## src/b2da_pkg.sv

```systemverilog
`timescale 1ns / 1ps

package b2da_pkg;

    localparam int MAX_DIGITS  = 10;
    localparam int VALUE_W     = 32;
    localparam int DIGIT_W     = 4;
    localparam int CHAR_W      = 6;
    localparam int OUT_TDATA_W = 8;
    localparam int CNT_W       = $clog2(MAX_DIGITS + 1);
    localparam int IDX_W       = $clog2(MAX_DIGITS);

    // Reciprocal of ten for a 32-bit dividend: q = (v * RECIP_TEN) >> RECIP_SHIFT.
    localparam logic [VALUE_W-1:0] RECIP_TEN   = 32'hCCCC_CCCD;
    localparam int                 RECIP_SHIFT = 35;

    localparam logic [CHAR_W-1:0] ASCII_ZERO = 6'd48;

    // One converted value: digits stored least significant first.
    typedef struct packed {
        logic [MAX_DIGITS-1:0][DIGIT_W-1:0] digits;
        logic [CNT_W-1:0]                   count;
    } digit_rec_t;

    typedef struct packed {
        logic full;
        logic empty;
    } queue_status_t;

    typedef enum logic [1:0] {
        F_IDLE,
        F_CONV,
        F_PUSH
    } front_state_t;

endpackage

```

## src/b2da_back.sv

```systemverilog
`timescale 1ns / 1ps

module b2da_back
    import b2da_pkg::*;
(
    input  logic                   clk,
    input  logic                   rst_n,
    input  digit_rec_t             head_rec,
    input  queue_status_t          q_stat,
    output logic                   pop,
    output logic                   m_tvalid,
    input  logic                   m_tready,
    output logic [OUT_TDATA_W-1:0] m_tdata,
    output logic                   m_tlast
);

    logic [IDX_W-1:0]  idx_reg, idx_next;
    logic              m_valid_reg, m_valid_next;
    logic [CHAR_W-1:0] m_char_reg, m_char_next;
    logic              m_last_reg, m_last_next;

    logic              load;
    logic              issue;
    logic [CNT_W-1:0]  top_pos;
    logic [CNT_W-1:0]  pos_full;
    logic [IDX_W-1:0]  pos;
    logic              is_last;

    // Digits sit least significant first, so walk them from the top down.
    assign load     = !m_valid_reg || m_tready;
    assign issue    = load && !q_stat.empty;
    assign top_pos  = head_rec.count - CNT_W'(1);
    assign pos_full = top_pos - CNT_W'(idx_reg);
    assign pos      = pos_full[IDX_W-1:0];
    assign is_last  = (CNT_W'(idx_reg) == top_pos);
    assign pop      = issue && is_last;

    always_comb
    begin
        idx_next     = idx_reg;
        m_valid_next = m_valid_reg;
        m_char_next  = m_char_reg;
        m_last_next  = m_last_reg;
        if (load)
        begin
            m_valid_next = issue;
        end
        if (issue)
        begin
            m_char_next = ASCII_ZERO + {{(CHAR_W - DIGIT_W){1'b0}}, head_rec.digits[pos]};
            m_last_next = is_last;
            idx_next    = is_last ? '0 : idx_reg + IDX_W'(1);
        end
    end

    always_ff @(posedge clk or negedge rst_n)
    begin
        if (!rst_n)
        begin
            idx_reg     <= '0;
            m_valid_reg <= 1'b0;
        end
        else
        begin
            idx_reg     <= idx_next;
            m_valid_reg <= m_valid_next;
        end
    end

    always_ff @(posedge clk)
    begin
        m_char_reg <= m_char_next;
        m_last_reg <= m_last_next;
    end

    assign m_tvalid = m_valid_reg;
    assign m_tdata  = {{(OUT_TDATA_W - CHAR_W){1'b0}}, m_char_reg};
    assign m_tlast  = m_last_reg;

endmodule

```

## config.mk

```make
export PLATFORM = sky130hd
export DESIGN_NAME = b2da_back
export DESIGN_NICKNAME = d
export VERILOG_FILES = /design/src/b2da_pkg.sv /design/src/b2da_back.sv
export SDC_FILE = /design/constraint.sdc
export NUM_CORES = 1
export LEC_CHECK = 0
export BUFFER_PORTS_ARGS = -buffer_cell sky130_fd_sc_hd__buf_2
export CAP_MARGIN = 20
export CORE_UTILIZATION = 43
export DETAILED_ROUTE_END_ITERATION = 10
export PLACE_DENSITY = 0.79
export SLEW_MARGIN = 20
export SYNTH_ARGS = -nofsm -noshare
export SYNTH_HDL_FRONTEND = slang
export SYNTH_SLANG_ARGS = --single-unit
```

## constraint.sdc

```tcl
create_clock -name clk -period 2.7 [get_ports clk]
set_clock_uncertainty 0.2 [all_clocks]
set_input_delay 0.27 -clock clk [delete_from_list [all_inputs] [get_ports clk]]
set_output_delay 0.27 -clock clk [all_outputs]
set_load 0.05 [all_outputs]
```

After elaboration in Yosys (flattened, before gate mapping)
Index checks and enable logic that the tools add are counted.
Storage, ports and cells
  word-level logic and storage cells: 18
  register bits: 12
  input bits: 49
  output and inout bits: 11
Cells by class
  $lt $le $gt $ge: 1
  multiplexer cells: 3
  reduce and logical (&&, ||, !) cells: 5
  equal/unequal tests: 1
  add/sub/neg operators: 4
Operator list (count)
  binary-select mux 4 bit (select 4 bit): 1
  2-to-1 mux 4 bit: 2
  adder 5 x 5 -> 6 bit (first input constant): 1
  < comparator 4 x 5 -> 1 bit (second input constant): 1
  adder 4 x 1 -> 4 bit (second input constant): 1
  equality test 4 bit: 1
  subtractor 4 x 1 -> 4 bit (second input constant): 1
  subtractor 4 bit: 1
  logical AND 1 bit: 2
  logical NOT 1 bit: 2
  logical OR 1 bit: 1

Depth between registers and ports, before layout
  depth after elaboration: 5
  depth in mapped cells: 8
  mapped depth without buffers: 8

Worst setup path after synthesis
OpenSTA, ideal clock, no wires.
  path kind: input-to-reg
  start: input head_rec[0] (netlist name)
  end: register m_char_reg[1], data pin
  arrival: 2095 ps
  cell stages on the path: 6
  library setup time: 148 ps
  setup slack: 256 ps
  data required time: 2352 ps
  buffers on the path: 0
  cell sequence: inv_1 -> ha_1 -> fa_1 -> xor2_2 -> mux4_1 -> mux2i_1
On the way
  cells in the longest elaborated chain, start to end: 5
RTL lines
  from (decl): line b2da_back.sv:8  | input digit_rec_t head_rec,
  subtractor 4 x 1 -> 4 bit: line b2da_back.sv:32  | assign top_pos = head_rec.count - CNT_W'(1);
  subtractor 4 bit: line b2da_back.sv:33  | assign pos_full = top_pos - CNT_W'(idx_reg);
  binary-select mux 4 bit (select 4 bit): line b2da_back.sv:50  | m_char_next = ASCII_ZERO + {{(CHAR_W - DIGIT_W){1'b0}}, head_rec.digits[pos]};
  2-to-1 mux 4 bit (implied by the code): line b2da_back.sv:50
  adder 5 x 5 -> 6 bit: line b2da_back.sv:50
  to (signal assigned): line b2da_back.sv:72  | m_char_reg <= m_char_next;
  to (decl): line b2da_back.sv:19  | logic [CHAR_W-1:0] m_char_reg, m_char_next;
No other way between the ends. The select of a mux whose other input is x is not followed.
A chain may end at the register's enable or synchronous reset.

Worst setup path in the final report
  start: register idx_reg[0]
  end: register m_char_reg[1], data pin
On the way
  cells in the longest elaborated chain, start to end: 4
RTL lines
  from (decl): line b2da_back.sv:17  | logic [IDX_W-1:0] idx_reg, idx_next;
  from (signal assigned): line b2da_back.sv:65  | idx_reg <= idx_next;
  subtractor 4 bit: line b2da_back.sv:33
  binary-select mux 4 bit (select 4 bit): line b2da_back.sv:50
  2-to-1 mux 4 bit (implied by the code): line b2da_back.sv:50
  adder 5 x 5 -> 6 bit: line b2da_back.sv:50
No other way between the ends. The select of a mux whose other input is x is not followed.

==> flow_metrics.py <==
metrics = {
    "yosys": {
        "yosysSeqAreaShare_pct": 26.96,
        "syn_area_per_cell_um2": 11.47,
        "ys_types": 31,
        "synth_area_um2": 1021,
        "synth-seq-cells": 10,
        "yosysWarnings": 0,
        "syn_inst": 89,
    },
    "clock_network": {
        "clock_path_buffers": 2,
        "cts_tree": "built",
        "clkSinkCount": 10,
        "clkLatencyLatePin_ps": 260,
        "h-tree-depth": 1,
        "cts_buffers": 3,
        "cts_setup_buffers": 0,
        "cts-root-buf": "clkbuf_4",
        "cts-resized-gates": 0,
        "clk_pin_slew_ps": 60,
    },
    "place": {
        "dp_cells": 171,
        "gp_congestion": 0.8228,
        "hpwl_mm": 1.724,
        "port_buffers": 54,
    },
    "global_routing": {
        "grt_usage_pct": 15.99,
        "grt_pass1_vias": 804,
        "grt_first_pass_wirelength_mm": 3.063,
        "antenna_found_initial": 0,
        "overflow": 0,
        "grt_max_degree": 21,
    },
    "critical_path": {
        "path_max_fanout": 20,
        "cp.arrival_ps": 2380,
        "cp-end-kind": "flop",
        "cpMostUsedCell": "mux2i_1",
        "critPathBufInv": 1,
        "slowest_delay_ps": 550,
        "worstReg2RegStart": "idx_reg[0]$_DFFE_PN0P_",
        "cp.required_ps": 2610,
        "path_cells": "ha_1, fa_1, buf_12, mux2i_1, mux4_1, mux2i_1",
        "r2r_slack_ps": 230,
        "reg2reg_depth": 6,
        "crit_type": "flop to flop",
        "cp_top_family": "adder cells",
        "slowest_stage": "fa_1",
        "reg2reg_to": "m_char_reg[1]$_DFFE_PP_",
        "startpoint_type": "flop",
    },
    "min_path": {
        "min_path_type": "input port to flop",
        "hold_path_startpoint": "m_tready",
        "min_path_cells": 2,
        "min_to": "m_tvalid$_DFFE_PN0N_",
    },
    "power": {
        "finalPower_mw": 1.486,
        "ir_drop_v": 0.0006693,
        "pwr_density_cell_nw_per_um2": 1081,
        "power.leakage_nw": 0.7121,
    },
    "drt": {
        "routed_wirelength_mm": 1.995,
        "wl_per_cell_um": 11.34,
        "dr.pass1.iters": 2,
        "drtAntennaViolNets": 0,
        "num_vias": 870,
        "vias_per_cell": 4.943,
        "drc": 0,
        "drt_first_iter_violations": 8,
    },
    "floorplanning": {
        "dieArea_um2": 2573,
        "core_area_um2": 2233,
        "io-pin-count": 60,
        "rows": 17,
        "die-height_um": 50.73,
        "start_util_pct": 45.71,
        "die_x_um": 50.73,
    },
    "sta": {
        "hold_viol": 0,
        "final_max_slew_viol_count": 0,
        "fmax_mhz": 404.3,
        "setup_viol": 0,
        "period_minus_slack_ps": 2474,
        "grt_setup_unrepaired": "no",
        "timing.hold.ws_ps": 16.00,
        "period_share_pct": 91.62,
        "finalSetupTns_ps": 0,
    },
    "cells_and_area": {
        "post-route-util_pct": 61.51,
        "areaGrowthSynthToFinish_pct": 34.56,
        "instances_no_fill": 176,
        "nNetsFinal": 204,
        "antenna_cells": 0,
        "drive_above_1_share_pct": 50.68,
    },
    "job": {
        "maxCapViolations": 0,
    },
    "outcome": {
        "status": "completed",
    },
}
## per-stage QoR
step / area, um^2 / setup WS, ps
after floorplan: 1028 / 256.1
after global placement: 1338 / 133.4
after detailed placement: 1338 / 82.56
after CTS: 1374 / 210.7
after global routing: 1374 / 133.8
final: 1374 / 226.4
## kinds of logic after synthesis
group / Yosys count / synth area share, %
mux: 29 / 34.19
buf+inv: 15 / 7.475
simple gates: 12 / 7.109
compound gates: 10 / 6.006
flops: 10 / 26.96
fa+ha+maj: 6 / 8.088
xor+xnor: 5 / 9.438
other cells: 2 / 0.7356
## how the worst max path moves through the flow
stage	endpoint	start	cells after the start	slack, ps
2_1_floorplan	m_char_reg[1]$_DFFE_PP_	head_rec[0]	6	260
3_3_place_gp	m_char_reg[1]$_DFFE_PP_	head_rec[0]	8	130
3_5_place_dp	m_char_reg[1]$_DFFE_PP_	head_rec[0]	8	80
4_1_cts	m_char_reg[1]$_DFFE_PP_	idx_reg[0]$_DFFE_PN0P_	6	210
5_1_grt	m_char_reg[1]$_DFFE_PP_	idx_reg[0]$_DFFE_PN0P_	6	130
6_report	m_char_reg[1]$_DFFE_PP_	idx_reg[0]$_DFFE_PN0P_	6	230
## where the power goes
| part | switching, mW | internal, mW |
|---|---|---|
| combinational | 0.552 | 0.547 |
| clock | 0.0473 | 0.0570 |
| sequential | 0.0364 | 0.246 |
## metal layers
metal	global-route usage, %	share of wire (%)	up-vias
met2	28.67	55	29
met1	18.29	40	405
met4	7.870	0.95	0
li1	-	-	434
met5	0	0	-
met3	2.424	4.3	2
## layout by cell type, fill, tap and decap left out
| cell type | n |
|---|---|
| buf_2 | 54 |
| mux2i_1 | 21 |
| inv_1 | 8 |
| nand3_1 | 5 |
| ha_1 | 5 |
| dfrtp_1 | 5 |
| edfxtp_1 | 5 |
| mux2_2 | 4 |
| conb_1 | 4 |
| buf_4 | 4 |
| mux4_2 | 3 |
| clkbuf_4 | 3 |
| a21oi_1 | 2 |
| o21ai_1 | 2 |
| o21ai_0 | 2 |
| nand2_1 | 2 |
| o2bb2ai_1 | 2 |
| xnor2_2 | 1 |
| nor3_2 | 1 |
| xnor2_4 | 1 |
| nor2_4 | 1 |
| xor2_1 | 1 |
| xor2_2 | 1 |
| a21o_1 | 1 |
| xor2_4 | 1 |
| mux4_1 | 1 |
| and2_1 | 1 |
| o22ai_1 | 1 |
| and3_1 | 1 |
| nand2b_1 | 1 |
| fa_1 | 1 |
| clkbuf_1 | 1 |
| dlygate4sd3_1 | 1 |
| buf_12 | 1 |
## area by class of cell
type	instances	area [um^2]
Timing Repair Buffer	60	330.3
Clock buffer	4	26.28
Multi-Input combinational cell	66	676.9
Fill cell	207	859.6
Inverter	8	30.03
Sequential cell	10	275.3
Tap cell	28	35.03
## synthesized netlist by cell type
cell	n	area (um^2)
a21o_1	1	7.510
a21oi_1	2	10.01
and2_1	1	6.260
and3_1	1	6.260
buf_1	1	3.750
buf_2	1	5.000
buf_4	5	37.54
conb_1	2	7.510
dfrtp_1	5	125.1
edfxtp_1	5	150.1
fa_1	1	20.02
ha_1	5	62.56
inv_1	8	30.03
mux2_2	4	45.04
mux2i_1	21	210.2
mux4_1	1	26.28
mux4_2	3	67.56
nand2_1	2	7.510
nand2b_1	1	6.260
nand3_1	5	25.02
nor2_4	1	11.26
nor3_2	1	10.01
o21ai_0	2	10.01
o21ai_1	2	10.01
o22ai_1	1	6.260
o2bb2ai_1	2	17.52
xnor2_2	1	16.27
xnor2_4	1	27.53
xor2_1	1	8.760
xor2_2	1	16.27
xor2_4	1	27.53
## repair_timing
item	in CTS	in global routing
hold endpoints to repair	5	0
hold buffers	1	0
setup endpoints to repair	0	0
No activity file was read; power rests on OpenSTA's default activity.
