$ cat src/b2da_pkg.sv
`timescale 1ns / 1ps

package b2da_pkg;

    localparam int MAX_DIGITS  = 10;
    localparam int VALUE_W     = 32;
    localparam int DIGIT_W     = 4;
    localparam int CHAR_W      = 6;
    localparam int OUT_TDATA_W = 8;
    localparam int CNT_W       = $clog2(MAX_DIGITS + 1);
    localparam int IDX_W       = $clog2(MAX_DIGITS);

    // Reciprocal of ten for a 32-bit dividend: q = (v * RECIP_TEN) >> RECIP_SHIFT.
    localparam logic [VALUE_W-1:0] RECIP_TEN   = 32'hCCCC_CCCD;
    localparam int                 RECIP_SHIFT = 35;

    localparam logic [CHAR_W-1:0] ASCII_ZERO = 6'd48;

    // One converted value: digits stored least significant first.
    typedef struct packed {
        logic [MAX_DIGITS-1:0][DIGIT_W-1:0] digits;
        logic [CNT_W-1:0]                   count;
    } digit_rec_t;

    typedef struct packed {
        logic full;
        logic empty;
    } queue_status_t;

    typedef enum logic [1:0] {
        F_IDLE,
        F_CONV,
        F_PUSH
    } front_state_t;

endpackage

$ cat src/b2da_queue.sv
`timescale 1ns / 1ps

module b2da_queue
    import b2da_pkg::*;
#(
    parameter int DEPTH = 2
)
(
    input  logic          clk,
    input  logic          rst_n,
    input  logic          push,
    input  digit_rec_t    push_rec,
    input  logic          pop,
    output digit_rec_t    head_rec,
    output queue_status_t stat
);

    localparam int PTR_W  = $clog2(DEPTH);
    localparam int FILL_W = $clog2(DEPTH + 1);

    digit_rec_t        entry_reg [DEPTH];
    logic [PTR_W-1:0]  wr_ptr_reg, wr_ptr_next;
    logic [PTR_W-1:0]  rd_ptr_reg, rd_ptr_next;
    logic [FILL_W-1:0] fill_reg, fill_next;
    logic              do_push, do_pop;

    assign stat.full  = (fill_reg == FILL_W'(DEPTH));
    assign stat.empty = (fill_reg == '0);
    assign do_push    = push && !stat.full;
    assign do_pop     = pop && !stat.empty;
    assign head_rec   = entry_reg[rd_ptr_reg];

    always_comb
    begin
        wr_ptr_next = wr_ptr_reg;
        rd_ptr_next = rd_ptr_reg;
        fill_next   = fill_reg;
        if (do_push)
        begin
            wr_ptr_next = (wr_ptr_reg == PTR_W'(DEPTH - 1)) ? '0 : wr_ptr_reg + PTR_W'(1);
        end
        if (do_pop)
        begin
            rd_ptr_next = (rd_ptr_reg == PTR_W'(DEPTH - 1)) ? '0 : rd_ptr_reg + PTR_W'(1);
        end
        if (do_push && !do_pop)
        begin
            fill_next = fill_reg + FILL_W'(1);
        end
        else if (do_pop && !do_push)
        begin
            fill_next = fill_reg - FILL_W'(1);
        end
    end

    always_ff @(posedge clk or negedge rst_n)
    begin
        if (!rst_n)
        begin
            wr_ptr_reg <= '0;
            rd_ptr_reg <= '0;
            fill_reg   <= '0;
        end
        else
        begin
            wr_ptr_reg <= wr_ptr_next;
            rd_ptr_reg <= rd_ptr_next;
            fill_reg   <= fill_next;
        end
    end

    always_ff @(posedge clk)
    begin
        if (do_push)
        begin
            entry_reg[wr_ptr_reg] <= push_rec;
        end
    end

endmodule

$ cat config.mk
export PLATFORM = sky130hd
export DESIGN_NAME = b2da_queue
export DESIGN_NICKNAME = d
export VERILOG_FILES = /design/src/b2da_pkg.sv /design/src/b2da_queue.sv
export SDC_FILE = /design/constraint.sdc
export NUM_CORES = 1
export LEC_CHECK = 0
export BUFFER_PORTS_ARGS = -buffer_cell sky130_fd_sc_hd__buf_2
export CORE_MARGIN = 2
export CORE_UTILIZATION = 52
export DETAILED_ROUTE_END_ITERATION = 7
export GPL_ROUTABILITY_DRIVEN = 0
export PLACE_DENSITY = 0.79
export SYNTH_ARGS = -nofsm -noshare
export SYNTH_HDL_FRONTEND = slang
export SYNTH_SLANG_ARGS = --single-unit
$ cat constraint.sdc
create_clock -name clk -period 3.75 [get_ports clk]
set_clock_uncertainty 0.15 [all_clocks]
set_input_delay 0.375 -clock clk [delete_from_list [all_inputs] [get_ports clk]]
set_output_delay 0.375 -clock clk [all_outputs]
set_load 0.005 [all_outputs]
Word-level counts from Yosys, hierarchy flattened. Memory sizes are Yosys's and may differ from the RTL's. Cells that the tools add are included.

Bits in writable memories: 88. Bits in registers: 4. Input bits: 48. Memories: 1. Word-level logic and storage cells: 25. Output and inout port bits: 46.

Add/sub/neg operators: 4. Equality and inequality tests: 1. Muxes and demuxes: 6. Reduce and logical (&&, ||, !) cells: 10.

Memories: entry_reg (words 2, width 44, read ports 1, clocked after Yosys merged registers in 0, write ports 1, line b2da_queue.sv:21) `digit_rec_t entry_reg [DEPTH];`.

Operator list (number): 1-bit logical AND (4); 1-bit logical NOT (4); 1-bit 2-to-1 mux (4); 2-bit 2-to-1 mux (2); 1-bit adder (second input constant) (2); 2-bit by 1-bit adder with 2-bit output (second input constant) (1); 2-bit == test (second input constant) (1); 2-bit logical NOT (1); 2-bit nonzero test (1); 2-bit by 1-bit subtractor with 2-bit output (second input constant) (1).

Depth between registers and ports, before layout. Gate-level depths: netlist of the first run.

Depth after elaboration: 7. Depth in mapped cells: 7. Depth with buffers taken out: 7.

Least setup slack after synthesis of the first run. OpenSTA, ideal clock, no wires.

Path kind: register to register. Start point: register fill_reg[0]. End point: memory entry_reg[0][0] in the netlist's numbering, enable pin. Data arrival time: 2.499 ns. Stages on the path, launching flop included: 4. Path slack: 0.655 ns. Clock period less this slack: 3.095 ns. Data required time: 3.155 ns. Cell sequence: dfrtp_1 > nand2b_1 > nand2_1 > nor2_1.

Word-level cells in the longest chain between the ends: 5.

RTL lines: start: declaration (line b2da_queue.sv:24) `logic [FILL_W-1:0] fill_reg, fill_next;`; start signal: assignment (line b2da_queue.sv:68) `fill_reg <= fill_next;`; 2-bit == test (line b2da_queue.sv:27) `assign stat.full = (fill_reg == FILL_W'(DEPTH));`; 1-bit logical NOT (line b2da_queue.sv:29) `assign do_push = push && !stat.full;`; 1-bit logical AND (line b2da_queue.sv:29); 1-bit 2-to-1 mux (line b2da_queue.sv:74) `if (do_push)`; 1-bit 2-to-1 mux (implied by the code) (line b2da_queue.sv:76) `entry_reg[wr_ptr_reg] <= push_rec;`; end: declaration (line b2da_queue.sv:21).

Every way passes these cells.

Worst setup path after layout of the first run.
Start point: register fill_reg[0]. End point: memory entry_reg[0][30] in the netlist's numbering, enable pin.

The elaborated chain is that of the path after synthesis.

==> impl_metrics.json, run 1 <==
{
  "run_status": "finished, final reports clean",
  "r2r_setup_slack_ns": 1.62,
  "path_class": "reg2reg",
  "holdCritStartpoint": "push_rec[1]",
  "crit_buf_inv": 1,
  "num_antenna_cells": 0,
  "regToRegStartpoint": "fill_reg[0]",
  "path_delay_family": "simple AND/OR/NAND/NOR gates",
  "wl_per_cell_um": 16.4,
  "endpoint_kind": "flip-flop",
  "rows": 30,
  "cts_setup_buffers": 0,
  "cts.root.buffer_cell": "clkbuf_8",
  "viasPerCell": 4.96,
  "cp.arrival_ns": 1.98,
  "design.die.area_um2": 7550,
  "clk_pin_slew_worst_paths_ns": 0.09,
  "hold_path_end": "entry_reg[1][1]",
  "power_leakage_nw": 1.73,
  "ant_nets": 0,
  "rsz0062_at_grt": "no",
  "hold_path.class": "in2reg",
  "die_h_um": 86.9,
  "grt_pass1_wl_um": 8650,
  "yosys.area_share.simple": 0.00771,
  "drive_gt1_frac": 0.591,
  "io_pins": 94,
  "final_max_slew_viol_count": 0,
  "r2r-end": "entry_reg[0][30]",
  "ys_ff_latch": 92,
  "grt_pass1_vias": 1775,
  "cts_resized": 0,
  "coreArea_um2": 6720,
  "min_delay_path_depth": 1,
  "slew-limit-headroom": 0.274,
  "layout_setup_ws_ns": 1.62,
  "cp.required_ns": 3.60,
  "finalNetCount": 308,
  "largest_register_ffs": 88,
  "synth-compound-area-share": 0.00140,
  "track_usage": 0.156,
  "place_ws_ns": 1.58,
  "grt_start_max_net_pins": 45,
  "drt_iter0_markers": 88,
  "cp-start-kind": "flip-flop",
  "fin_crit_sh": 0.569,
  "initial_core_util": 0.532,
  "path_max_fanout": 28,
  "tritoncts": "built",
  "crit_path_top_delay_cell": "buf_4",
  "synth_top_family_by_area": "multiplexers",
  "syn-instance-count": 156,
  "synth_fp_nets": 205,
  "cpPeakStageDelay_ns": 0.45,
  "drc": 0,
  "synth_area_um2": 3570,
  "drt-total-wl_um": 5660,
  "clock_path_buffers": 2,
  "critical_path.cell_chain": "nand2b_1 -> nand2_1 -> nor2_4 -> buf_4",
  "yosys_most_used_dff": "edfxtp_1",
  "peakVddDrop_uv": 490,
  "fin_crit_ns": 2.13,
  "ys_warn_count": 0,
  "fmax_ghz": 0.469,
  "cts_max_level": 3,
  "cellPowerDensity_nw_per_um2": 718,
  "synth_cell_type_count": 15,
  "synth_area_per_cell_um2": 22.9,
  "synth_edf_count": 88,
  "die_x_um": 86.9,
  "via_count": 1706,
  "overflow": 0,
  "synthAdderAreaFrac": 0.00350,
  "tightest_slew_ns": 1.09,
  "hold_viol": 0,
  "synth.area.mux_share": 0.180,
  "dpl.hpwl_um": 3760,
  "clk_latency_ns": 0.33,
  "portBuffers": 93,
  "num-fill-cells": 499,
  "cts_made_buffers": 9,
  "synth-async-reset-ratio": 0.0435,
  "seq_area_frac_synth": 0.768,
  "r2r_cells": 4,
  "fin_util": 0.632,
  "drv_cap": 0,
  "clock-sinks": 92,
  "setup_viol": 0,
  "fin_setup_tns_ns": 0,
  "synth_xor_area_frac": 0.0123,
  "antenna_found_initial": 0,
  "syn_to_final_growth_pct": 18.9,
  "first_pass_iters": 4
}
-- area by class of cell --
type / instances / area (um2) / area share
sequential: 92 / 2740 / 0.646
multi-input combinational: 57 / 739 / 0.174
timing repair buffer: 97 / 498 / 0.117
clock buffer: 9 / 124 / 0.0292
tap: 80 / 100 / 0.0236
clock inverter: 7 / 33.8 / 0.00796
inverter: 2 / 7.51 / 0.00177
-- routing by layer --
layer,global-route usage,part of all wire,up-vias
met3,0.0436,0.065,8
met4,0.0767,0.012,0
met2,0.244,0.48,68
met5,0,0,-
li1,-,-,810
met1,0.203,0.44,820
-- cells in the final DEF (no fill, tap or decap), drive strengths merged, types with 2 or more instances in the layout --
cell type,n
buf,96
edfxtp,88
mux2,44
clkbuf,9
clkinv,6
dfrtp,4
xnor2,3
nor2,3
inv,2
xor2,2
-- through the flow --
step | power (mW) | hold WS, ns | std cells | instance area, um2
global route | 3.22 | 0.0479 | 344 | 4250
CTS | 3.09 | 0.0492 | 344 | 4250
floorplan | 2.27 | -0.0706 | 156 | 3570
detailed placement | 2.55 | 0.0461 | 327 | 4080
global placement | 2.52 | 0.0359 | 327 | 4080
finish | 3.05 | 0.0670 | 344 | 4250
-- cells in the mapped netlist, types with 2 or more instances --
master | number | area, um2
xnor2_1 | 3 | 26.3
inv_1 | 2 | 7.51
buf_12 | 4 | 80.1
xor2_1 | 2 | 17.5
dfrtp_1 | 4 | 100
nor2_1 | 3 | 11.3
mux2_4 | 39 | 586
edfxtp_1 | 88 | 2640
mux2_2 | 5 | 56.3
-- cell families after synthesis --
group / count (synthesis)
flops: 92
fa+ha+maj: 1
simple gates: 6
mux: 44
compound gates: 1
buf+inv: 7
xor+xnor: 5
-- how the worst max path moves through the flow --
| stage | from | to | slack (ns) | cells past startpoint |
|---|---|---|---|---|
| after global routing | fill_reg[0] | entry_reg[0][30] | 1.44 | 4 |
| after CTS | fill_reg[0] | entry_reg[0][24] | 1.57 | 4 |
| final | fill_reg[0] | entry_reg[0][30] | 1.62 | 4 |
| after floorplan | fill_reg[0] | entry_reg[0][0] | 0.66 | 3 |
| after global placement | fill_reg[0] | entry_reg[0][24] | 1.69 | 4 |
| after detailed placement | fill_reg[0] | entry_reg[0][29] | 1.58 | 4 |
-- where the power goes --
part	total [mW]	switching (mW)	internal (mW)
Clock	0.536	0.306	0.230
Sequential	1.48	0.0715	1.41
Combinational	1.03	0.471	0.557
-- timing repair --
item / in CTS / in global routing
setup endpoints to repair: 0 / 0
hold buffers: 1 / 0
hold endpoints to repair: 4 / 0
(Power assumes the default switching activity.)
==> run 2: changes to the inputs <==
- CORE_UTILIZATION: 52 -> 47
- PLACE_DENSITY: 0.79 -> 0.75
- clock period: 3.75 -> 1.8 ns (I/O delays scaled with it)
==> impl_metrics.json, run 2 (same netlist as run 1, synthesis figures left out) <==
{
  "overflow": 0,
  "layout_setup_ws_ns": -0.00613,
  "drt_iter0_markers": 98,
  "path_class": "reg2out",
  "crit_path_top_delay_cell": "dfrtp_2",
  "hold_path_end": "wr_ptr_reg",
  "path_max_fanout": 12,
  "endpoint_kind": "output pin",
  "cts_made_buffers": 9,
  "cp.arrival_ns": 1.48,
  "cts_setup_buffers": 0,
  "grt_pass1_wl_um": 10300,
  "dpl.hpwl_um": 3950,
  "num-fill-cells": 494,
  "use_met2": 0.317,
  "fmax_ghz": 0.554,
  "run_status": "finished, violations left",
  "num_antenna_cells": 0,
  "first_pass_iters": 4,
  "wl_per_cell_um": 16.4,
  "cts_max_level": 3,
  "viasPerCell": 4.68,
  "die_x_um": 91.2,
  "register_area_um2": 2740,
  "via_count": 1923,
  "use_met3": 0.0515,
  "regToRegStartpoint": "fill_reg[0]",
  "rsz0062_at_grt": "yes",
  "cellPowerDensity_nw_per_um2": 1480,
  "drv_cap": 0,
  "syn_to_final_growth_pct": 40.9,
  "hold_path.class": "in2reg",
  "r2r-end": "fill_reg[1]",
  "drt-total-wl_um": 6740,
  "fin_crit_ns": 1.81,
  "clock_path_buffers": 2,
  "multiInputGateArea_um2": 773,
  "antenna_found_initial": 0,
  "violations": "setup timing",
  "fin_crit_sh": 1.00,
  "cp-start-kind": "flip-flop",
  "tritoncts": "built",
  "track_usage": 0.167,
  "initial_core_util": 0.490,
  "peakVddDrop_uv": 973,
  "min_delay_path_depth": 3,
  "hold_viol": 0,
  "die_h_um": 91.2,
  "clock-sinks": 92,
  "largest_register_ffs": 88,
  "cp.required_ns": 1.47,
  "r2r_setup_slack_ns": 0.20,
  "coreArea_um2": 7290,
  "busiest_layer": "met2",
  "final_cell_mix": "edfxtp_1, buf_2, dlygate4sd3_1, mux2_4, buf_6",
  "cts.root.buffer_cell": "clkbuf_8",
  "design.die.area_um2": 8310,
  "r2r_cells": 6,
  "holdCritStartpoint": "push",
  "whs_ns": 0.0109,
  "clk_pin_slew_worst_paths_ns": 0.08,
  "tightest_slew_ns": 0.217,
  "final_max_slew_viol_count": 0,
  "setup_viol": 2,
  "clk_latency_ns": 0.34,
  "io_pins": 94,
  "grt_pass1_vias": 2115,
  "use_met1": 0.174,
  "mostFrequentLayoutCell": "edfxtp_1",
  "critical_path.cell_chain": "buf_6 -> mux2_4 -> buf_2",
  "drive_gt1_frac": 0.519,
  "ant_nets": 0,
  "grt_start_max_net_pins": 30,
  "power_leakage_nw": 2.05,
  "place_ws_ns": 0.222,
  "finalNetCount": 357,
  "drc": 0,
  "slew-limit-headroom": 0.854,
  "portBuffers": 93,
  "rows": 31,
  "cpPeakStageDelay_ns": 0.44
}
## run 2: changes by cell type in the layout (fill, tap and decap cells not counted), moves of 2 or more
cell / change
buf_2: -20
clkinv_2: -3
dlygate4sd3_1: +45
bufinv_16: +3
buf_6: +21
mux2_2: -5
clkinv_1: -2
buf_12: +4
mux2_4: +5
## run 2: through the flow
stage / std cells / utilization / area (um2) / setup TNS, ns / total power [mW]
floorplan: 156 / - / 3600 / -2.33 / 4.75
global placement: 350 / 0.576 / 4200 / 0 / 5.47
detailed placement: 350 / 0.576 / 4200 / 0 / 5.52
CTS: 411 / 0.677 / 4940 / -0.131 / 7.28
global route: 411 / 0.690 / 5030 / -1.51 / 7.80
finish: 411 / 0.690 / 5030 / -0.00853 / 7.44
## run 2: area by class of cell
type	count	share of cell area
clock buffers	10	0.0253
clock inverters	5	0.0201
inverters	2	0.00149
multi-input cells	57	0.154
flip-flops and latches	92	0.545
well taps	99	0.0246
repair buffers	146	0.230
## run 2: worst max-delay path by stage
stage           startpoint               to  slack [ns]  cells after the start
2_1_floorplan  fill_reg[0]  entry_reg[0][0]       -0.05                      3
3_5_place_dp   fill_reg[0]      fill_reg[1]        0.22                      6
4_1_cts         rd_ptr_reg     head_rec[18]       -0.01                      3
3_3_place_gp   fill_reg[0]      fill_reg[1]        0.28                      6
5_1_grt         rd_ptr_reg     head_rec[14]       -0.06                      3
6_report        rd_ptr_reg     head_rec[12]      -0.006                      3
## run 2: repair_timing
action	in CTS	in global routing
gates resized for setup	10	16
endpoints found under the setup margin	14	35
hold buffers	46	0
hold endpoints to repair	92	0
## run 2: critical path, delay by kind of cell (launching register included)
| family | cells | cell delay [ns] |
|---|---|---|
| buffers and inverters | 2 | 0.36 |
| multiplexers | 1 | 0.33 |
| flip-flops | 1 | 0.44 |
## run 2: power breakdown
part | total, mW | switching (mW) | internal (mW)
clock | 1.57 | 0.658 | 0.911
sequential | 3.11 | 0.183 | 2.93
combinational | 2.76 | 1.12 | 1.64
## run 2: per-layer routing
metal | part of all wire | routed length (um)
met1 | 0.40 | 2710
met2 | 0.53 | 3600
met3 | 0.055 | 369
met4 | 0.0092 | 62
met5 | 0 | 0
==> run 3: changes to the inputs <==
==> constraint.sdc (replaced) <==
create_clock -name clk -period 1.8 [get_ports clk]
set_clock_uncertainty 0.15 [all_clocks]
set_input_delay 0.36 -clock clk [delete_from_list [all_inputs] [get_ports clk]]
set_output_delay 0.36 -clock clk [all_outputs]
set_load 0.005 [all_outputs]
==> impl_metrics.json, run 3 (same netlist as run 1, synthesis figures left out) <==
{
  "min_delay_path_depth": 1,
  "tritoncts": "built",
  "ant_nets": 0,
  "pwr-share-comb": 0.396,
  "viasPerCell": 4.78,
  "antenna_found_initial": 0,
  "power_leakage_nw": 1.87,
  "overflow": 0,
  "hold_path_end": "entry_reg[0][24]",
  "p_seq_frac": 0.434,
  "cts_made_buffers": 9,
  "coreArea_um2": 7290,
  "cp-start-kind": "flip-flop",
  "clock-sinks": 92,
  "r2r-end": "entry_reg[0][43]",
  "place_ws_ns": 0.137,
  "final_cell_mix": "edfxtp_1, buf_2, mux2_4, buf_6, clkbuf_8",
  "path_max_fanout": 20,
  "first_pass_iters": 4,
  "power_switching_mw": 1.88,
  "finalNetCount": 314,
  "clk_latency_ns": 0.33,
  "cp.required_ns": 1.29,
  "drv_cap": 0,
  "drive_gt1_frac": 0.604,
  "rsz0062_at_grt": "yes",
  "die_x_um": 91.2,
  "busiest_layer": "met2",
  "initial_core_util": 0.490,
  "use_met1": 0.178,
  "grt_pass1_vias": 1850,
  "cts_max_level": 3,
  "wl_per_cell_um": 15.7,
  "path_class": "reg2out",
  "endpoint_kind": "output pin",
  "grt_start_max_net_pins": 24,
  "fin_util": 0.634,
  "clkPwrFrac": 0.171,
  "peakVddDrop_uv": 734,
  "cts.root.buffer_cell": "clkbuf_8",
  "num-fill-cells": 550,
  "run_status": "finished, violations left",
  "io_pins": 94,
  "regToRegStartpoint": "fill_reg[0]",
  "dpl.hpwl_um": 4000,
  "rows": 31,
  "multiInputGateArea_um2": 758,
  "drt_iter0_markers": 65,
  "setup_viol": 43,
  "clk_pin_slew_worst_paths_ns": 0.08,
  "portBuffers": 93,
  "cp.arrival_ns": 1.45,
  "clock_path_buffers": 2,
  "holdCritStartpoint": "push_rec[24]",
  "die_h_um": 91.2,
  "use_met2": 0.242,
  "cellPowerDensity_nw_per_um2": 1550,
  "track_usage": 0.147,
  "r2r_cells": 4,
  "tightest_slew_ns": 0.296,
  "fmax_ghz": 0.511,
  "drc": 0,
  "p_sw_frac": 0.263,
  "drt-total-wl_um": 5770,
  "slew-limit-headroom": 0.802,
  "grt_pass1_wl_um": 9330,
  "design.die.area_um2": 8310,
  "via_count": 1756,
  "fin_crit_ns": 1.96,
  "violations": "setup timing",
  "hold_path.class": "in2reg",
  "hold_viol": 0,
  "largest_register_ffs": 88,
  "syn_to_final_growth_pct": 29.4,
  "use_met3": 0.0465,
  "num_antenna_cells": 0,
  "final_max_slew_viol_count": 0,
  "mostFrequentLayoutCell": "edfxtp_1",
  "fin_crit_sh": 1.09,
  "register_area_um2": 2740,
  "layout_setup_ws_ns": -0.158,
  "p_int_mw": 5.28,
  "r2r_setup_slack_ns": 0.17
}
run 3: per-layer routing:
layer,vias to the layer above,share of wire
met5,-,0
met4,0,0.012
met3,8,0.069
met2,65,0.51
met1,860,0.41
li1,823,-
run 3: metrics by stage:
stage / std cells / setup TNS (ns) / hold slack [ns] / area [um2] / total power [mW]
2_1_floorplan: 156 / -2.33 / -0.0856 / 3600 / 4.75
3_3_place_gp: 351 / 0 / 0.0289 / 4220 / 5.50
3_5_place_dp: 351 / 0 / 0.0331 / 4220 / 5.55
4_1_cts: 367 / -7.25 / 0.0365 / 4590 / 7.19
5_1_grt: 367 / -8.86 / 0.0341 / 4620 / 7.54
6_report: 367 / -6.22 / 0.0549 / 4620 / 7.16
run 3: worst max-delay path, stage by stage (launching register included):
cell and delay (ns):
dfrtp_2 0.45, buf_12 0.22, mux2_4 0.32, buf_6 0.12
run 3: layout make-up:
type / count / area share
sequential: 92 / 0.594
inverter: 2 / 0.00162
multi-input combinational: 57 / 0.164
timing repair buffer: 103 / 0.177
clock inverter: 4 / 0.00920
clock buffer: 10 / 0.0276
tap: 99 / 0.0268
run 3: what timing repair did:
item,4_1_cts,5_1_grt
gates resized for setup,30,5
cloned,0,0
setup buffers,1,0
pin swaps,0,0
hold buffers,1,0
hold endpoints to repair,4,0
setup endpoints to repair,44,44
run 3: worst max path at each step:
stage / startpoint / slack [ns] / cells after the start / to
floorplan: fill_reg[0] / -0.05 / 3 / entry_reg[0][0]
global placement: rd_ptr_reg / 0.16 / 3 / head_rec[22]
detailed placement: rd_ptr_reg / 0.14 / 3 / head_rec[22]
CTS: rd_ptr_reg / -0.18 / 3 / head_rec[25]
global route: rd_ptr_reg / -0.22 / 3 / head_rec[10]
finish: rd_ptr_reg / -0.16 / 3 / head_rec[30]
run 3: power groups by stage:
stage | Sequential, mW | Clock, mW | Combinational, mW
global placement | 3.13 | 0 | 2.36
finish | 3.11 | 1.22 | 2.83
global route | 3.16 | 1.34 | 3.04
detailed placement | 3.17 | 0 | 2.38
floorplan | 3.10 | 0 | 1.66
CTS | 3.11 | 1.26 | 2.81
